### src/hw/rtl/srect_ram.sv
// Generic single-clock RAM: one write port, one read port, registered read data.
module srect_ram #(
  parameter int WIDTH = 8,
  parameter int DEPTH = 16,
  localparam int AW = $clog2(DEPTH)
) (
  input  logic             clk,
  input  logic             we,
  input  logic [AW-1:0]    waddr,
  input  logic [WIDTH-1:0] wdata,
  input  logic [AW-1:0]    raddr,
  output logic [WIDTH-1:0] rdata
);

  logic [WIDTH-1:0] mem [DEPTH];

  // write, then register the read word
  always_ff @(posedge clk) begin
    if (we) begin
      mem[waddr] <= wdata;
    end
    rdata <= mem[raddr];
  end

endmodule

### config.mk
export PLATFORM = sky130hd
export DESIGN_NAME = srect_ram
export DESIGN_NICKNAME = d
export VERILOG_FILES = /design/src/hw/rtl/srect_ram.sv
export SDC_FILE = /design/constraint.sdc
export NUM_CORES = 1
export LEC_CHECK = 0
export ABC_CLOCK_PERIOD_IN_PS = 1900
export CORE_UTILIZATION = 40
export DETAILED_ROUTE_END_ITERATION = 8
export DONT_BUFFER_PORTS = 1
export PLACE_DENSITY_LB_ADDON = 0.3
export SLEW_MARGIN = 20
export SYNTH_ARGS = -nofsm -noshare
export SYNTH_HDL_FRONTEND = slang
export SYNTH_SLANG_ARGS = --single-unit
### constraint.sdc
create_clock -name clk -period 1.9 [get_ports clk]
set_input_delay 0.095 -clock clk [delete_from_list [all_inputs] [get_ports clk]]
set_output_delay 0.095 -clock clk [all_outputs]
set_load 0.005 [all_outputs]
==> out/results.ini, run 1 <==
[status]
outcome = finished with violations
violations = hold timing

[timing]
fin_setup_tns_ps = 0
tightest_slew_ps = 805.4
relSlewSlack_pct = 46.13
clock_skew_ps = 15.62
hold_slack_ps = -5.162
rsz0062_at_grt = false
fin_ws_ps = 295.2
finalCritPeriodShare_pct = 84.46
timing.fmax_mhz = 623.1
setup_viol = 0
fin_crit_ps = 1605
slew_viol_final = 0
hold_viol_final = 1

[worst_hold_path]
hp-class = in -> reg
hp-start = raddr[1]

[power_and_ir_drop]
p_comb_share_pct = 3.4
p_int_mw = 5.858
p_sw_share_pct = 18.48
power.leakage_nw = 2.042
clkPwrFrac_pct = 49.7
power.switching_mw = 1.328
powerDensity_nw_per_um2 = 1165
seqPwrFrac_pct = 47.0
ir_worst_vdd_uv = 859.5

[yosys]
synth_top_area_share_pct = 74.67
synth.net_count = 247
synth_area_leaders = edfxtp_1 (75%), mux4_2 (7.9%), mux4_1 (7.1%)
yosysSeqAreaShare_pct = 77.78
syn_area_per_cell_um2 = 22.48
syn-cell-area_um2 = 5147
syn_inst = 229
synth.distinct_cells = 19
yosysWarnings = 0
yosysTopAreaCell = edfxtp_1
ys_ff_latch = 136

[global_route]
antenna_found_initial = 0
grt_overflow_total = 0
grt_use_total_pct = 16.06
grt_pass1_wl_mm = 14.48
grt_pass1_vias = 2382
grt_max_degree = 33

[die]
coreArea_um2 = 12570
die_area_um2 = 13330
die_w_um = 115.4
start_util_pct = 40.96
rows = 41
io_pins = 26
die_h_um = 115.4

[detailed_routing]
drc = 0
routedWlPerCell_um = 21.18
drtIter0Drc = 146
wl_mm = 9.530
vias = 2370
firstDrtPassIters = 4
avgViaCountPerCell = 5.267
drtAntennaViolNets = 0

[setup_path]
cp-startpoint = raddr[1]
cp-end-kind = flip-flop
path_cells = dlygate4sd3_1 -> mux4_1 -> a22oi_1 -> nand2_1
critPathMaxStageDelay_ps = 1060
worstReg2RegStart = mem[1][2]
critical_path_required_ps = 2180
worstSetupPathType = in -> reg
crit_slowest_cell = dlygate4sd3_1
cp-start-kind = input port
arrival_ps = 1890
critPathMaxFanout = 18

[cells_and_area]
area_delta_synth_final_pct = 19.79
drive_above_1_share_pct = 23.74
n_antenna_cell = 0
mostFrequentLayoutCell = edfxtp_1
layout.nets = 284
final_cell_mix = edfxtp_1 (128), mux4_2 (18), clkbuf_16 (17), buf_4 (17), a22oi_1 (16)

[place]
port_buffers = 0
post-place-ws_ps = 462.1
hpwlAfterDp_mm = 5.609
gp_congestion = 0.8231

[clock_tree]
h-tree-depth = 4
ctsResizeCount = 0
cts_buffer_depth = 2
path_clk_slew_ps = 60
cts_buffers = 17
cts_root_buf = clkbuf_16
clkLatencyLatePin_ps = 420
tritoncts = yes
clock_sinks = 136

[job]
max-cap-violations = 0

==> final cells by class <==
class                      instances  area, um^2
timing repair buffer              28       237.7
tap                              172       215.2
fill                            1027        6402
clock inverter                    12       198.9
clock buffer                      19       452.9
multi-input combinational         83        1057
sequential                       136        4004
==> logic make-up (layout without fill, tap and decap cells) <==
logic type / count (synthesis) / in the layout / share of synthesized area (%)
simple gates: 35 / 35 / 3.184
flops: 136 / 136 / 77.78
buf+inv: 10 / 59 / 1.677
compound gates: 16 / 16 / 2.334
mux: 32 / 32 / 15.02
==> state kept, by name (all words and copies together), names as in the netlist <==
signal / cells
mem: 128
rdata: 8
==> routing by layer <==
metal / share of wire, % / GRT usage [%]
met5: 0 / 0
met4: 0.42 / 5.455
met3: 5.3 / 5.282
met2: 49 / 24.79
met1: 45 / 21.60
==> stage by stage <==
| stage | hold slack, ps | power [mW] | util (%) | instances | cell area, um^2 |
|---|---|---|---|---|---|
| finish | -5.162 | 7.186 | 49.06 | 450 | 6166 |
| global route | 9.261 | 7.394 | 49.06 | 450 | 6166 |
| CTS | 1.052 | 7.235 | 49.06 | 450 | 6166 |
| detailed placement | 194.4 | 3.624 | 43.00 | 408 | 5404 |
| global placement | 194.5 | 3.620 | 43.00 | 408 | 5404 |
| floorplan | 193.9 | 3.603 | - | 229 | 5147 |
==> worst paths after layout <==
check              to  slack (ps)  cells past startpoint
min reg2reg  rdata[2]         660                      3
min          rdata[5]          -5                      3
max reg2reg  rdata[2]         490                      3
max          rdata[3]         300                      4
==> synth_stat cells <==
library cell	instances
a22oi_1	16
and2_1	1
and2b_1	1
buf_2	3
buf_4	1
buf_6	3
clkdlybuf4s25_2	3
dfxtp_1	8
edfxtp_1	128
mux4_1	14
mux4_2	18
nand2_1	9
nand2b_1	2
nand3_1	1
nand3b_1	2
nor2_1	13
nor2b_1	1
nor3_1	4
or3b_2	1
==> worst max-delay path, delay by kind of cell <==
| family | cells | cell delay (ps) |
|---|---|---|
| buffers and inverters | 1 | 1060 |
| multiplexers | 1 | 390 |
| AO/OA/AOI/OAI | 1 | 240 |
| AND/OR/NAND/NOR | 1 | 100 |
==> repair_timing <==
action                    4_1_cts  5_1_grt
buffers inserted                0        0
hold endpoints to repair      137        0
hold buffers                   11        0
==> power groups by stage <==
stage	combinational, mW	clock [mW]	sequential, mW
global route	0.261	3.75	3.38
finish	0.242	3.57	3.38
CTS	0.244	3.61	3.38
global placement	0.182	0	3.44
detailed placement	0.183	0	3.44
floorplan	0.170	0	3.43
(Power assumes the default switching activity.)
==> run 2, diff against run 1 <==
--- a/config.mk
+++ b/config.mk
@@ -5,7 +5,8 @@
 export SDC_FILE = /design/constraint.sdc
 export NUM_CORES = 1
 export LEC_CHECK = 0
-export ABC_CLOCK_PERIOD_IN_PS = 1900
+export ABC_AREA = 1
+export ABC_CLOCK_PERIOD_IN_PS = 1300
 export CORE_UTILIZATION = 40
 export DETAILED_ROUTE_END_ITERATION = 8
 export DONT_BUFFER_PORTS = 1
==> constraint.sdc (replaced) <==
create_clock -name clk -period 1.3 [get_ports clk]
set_input_delay 0.065 -clock clk [delete_from_list [all_inputs] [get_ports clk]]
set_output_delay 0.065 -clock clk [all_outputs]
set_load 0.005 [all_outputs]
==> out/results.ini, run 2 <==
[status]
outcome = finished with violations
violations = DRC, hold timing

[cells_and_area]
drive_above_1_share_pct = 8.249
n_antenna_cell = 0
nFillCells = 1247
largest-register = mem
final_cell_mix = nand2_1 (173), edfxtp_1 (128), inv_1 (100)
largest_reg_flops = 128
mostFrequentLayoutCell = nand2_1
utilization_pct = 48.20
seqCellArea_um2 = 4004
top_regs = mem x128, rdata x8
area_delta_synth_final_pct = 16.92
multiInputGateArea_um2 = 1214
layout.nets = 599

[detailed_routing]
drtAntennaViolNets = 0
wl_mm = 13.07
firstDrtPassIters = 7
drc = 2
routedWlPerCell_um = 16.89
avgViaCountPerCell = 4.778
drtIter0Drc = 360
vias = 3698

[timing]
finalCritPeriodShare_pct = 80.64
rsz0062_at_grt = false
tightest_slew_ps = 823.4
hold_viol_final = 2
fin_crit_ps = 1048
slew_viol_final = 0
clock_skew_ps = 9.355
hold_slack_ps = -13.33
fin_setup_tns_ps = 0
timing.fmax_mhz = 953.9
relSlewSlack_pct = 45.11
setup_viol = 0

[power_and_ir_drop]
powerDensity_nw_per_um2 = 1529
ir_worst_vdd_uv = 682.7
power.leakage_nw = 2.891

[yosys]
synth_edf_count = 128
ys_async_sr_fraction_pct = 0
syn-cell-area_um2 = 5767
yosysSeqAreaShare_pct = 69.43
syn_area_per_cell_um2 = 10.47
synth_common_cells = nand2_1 (173), edfxtp_1 (128), inv_1 (100)
yosysTopAreaCell = edfxtp_1
synthFlopType = edfxtp_1
synth_most_common_cell = nand2_1
yosysWarnings = 0
synth_top_area_share_pct = 66.65
syn_inst = 551
synth.distinct_cells = 12
synth_area_leaders = edfxtp_1 (67%), nand2_1 (11%), nand3_1 (8.4%)
synth.net_count = 569
ys_ff_latch = 136

[worst_hold_path]
hp-class = in -> reg
hp-start = raddr[1]

[global_route]
grt_pass1_vias = 3563
antenna_found_initial = 0
grt_max_degree = 66
grt_pass1_wl_mm = 20.18
grt_use_total_pct = 18.77
grt_overflow_total = 0

[die]
start_util_pct = 41.23
io_pins = 26
die_area_um2 = 14900
coreArea_um2 = 13990
die_h_um = 122.1
rows = 43
die_w_um = 122.1

[setup_path]
cp-startpoint = raddr[1]
arrival_ps = 1400
cp-end-kind = flip-flop
critPathMaxFanout = 24
cp-start-kind = input port
worstReg2RegStart = mem[12][0]
critical_path_required_ps = 1650
worstSetupPathType = in -> reg

[clock_tree]
cts_root_buf = clkbuf_16
path_clk_slew_ps = 60
cts_buffer_depth = 2
clkLatencyLatePin_ps = 410
cts_buffers = 17
h-tree-depth = 4
clock_sinks = 136
tritoncts = yes
post_cts_buffers = 0

[place]
gp_congestion = 0.7891
hpwlAfterDp_mm = 7.503
port_buffers = 0

[job]
max-cap-violations = 0

-- run 2: changes by cell type after synthesis, sizes merged, moves of 2 or more --
| cell | previous run | this run |
|---|---|---|
| nand2 | 9 | 173 |
| inv | 0 | 102 |
| nand3 | 1 | 97 |
| mux4 | 32 | 0 |
| buf | 7 | 24 |
| a22oi | 16 | 0 |
| nor2 | 13 | 17 |
| nor3 | 4 | 0 |
| clkdlybuf4s25 | 3 | 0 |
| nand2b | 2 | 0 |
-- run 2: cell families after synthesis --
logic type             count (synthesis)  synth area share [%]
buffers and inverters                126                 9.525
DFF                                  136                 69.43
and+or+nand+nor                      289                 21.05
-- run 2: path summary, 6_finish.rpt --
path / endpoint / slack (ps) / cells past startpoint
worst max-delay path: rdata[6] / 250 / 5
worst min register to register: rdata[4] / 660 / 6
worst min-delay path: rdata[6] / -10 / 4
worst max register to register: rdata[0] / 310 / 6
-- run 2: final cells by class --
type / instances / share of cell area (%)
flip-flops and latches: 136 / 59.38
clock inverters: 11 / 2.282
repair buffers: 35 / 4.788
clock buffers: 21 / 6.532
multi-input cells: 289 / 18.00
well taps: 180 / 3.340
inverters: 102 / 5.678
-- run 2: what timing repair did --
item,CTS,global route
hold buffers,10,3
endpoints found under the setup margin,0,1
endpoints found under the hold margin,136,8
gates resized for setup,0,1
-- run 2: power breakdown --
part / switching, mW / internal, mW
sequential: 0.0402 / 4.91
combinational: 0.337 / 0.172
clock: 1.68 / 3.18
total: 2.05 / 8.26
-- run 2: worst max-delay path, stage by stage --
cell,delay (ps)
dlygate4sd3_1,900
nand2_1,150
nand3_1,100
nand3_1,90
nand2_1,80
-- run 2: stage by stage --
stage	total power, mW	hold WS [ps]	instances	setup WS, ps	cell area [um^2]
after floorplan	5.365	163.9	551	284.2	5767
after global placement	5.427	164.6	729	294.7	6016
after detailed placement	5.433	164.6	729	319.2	6016
after CTS	10.34	-102.3	771	48.86	6710
after global routing	10.60	10.34	774	206.4	6743
final	10.31	-13.33	774	251.7	6743
-- run 2: layer usage --
| metal | vias to the layer above | share of wire (%) | track usage (%) |
|---|---|---|---|
| met2 | 90 | 51 | 31.14 |
| met4 | 0 | 1.5 | 7.012 |
| met3 | 15 | 4.3 | 3.558 |
| met5 | - | 0 | 0 |
| met1 | 1757 | 44 | 24.41 |
| li1 | 1836 | - | - |
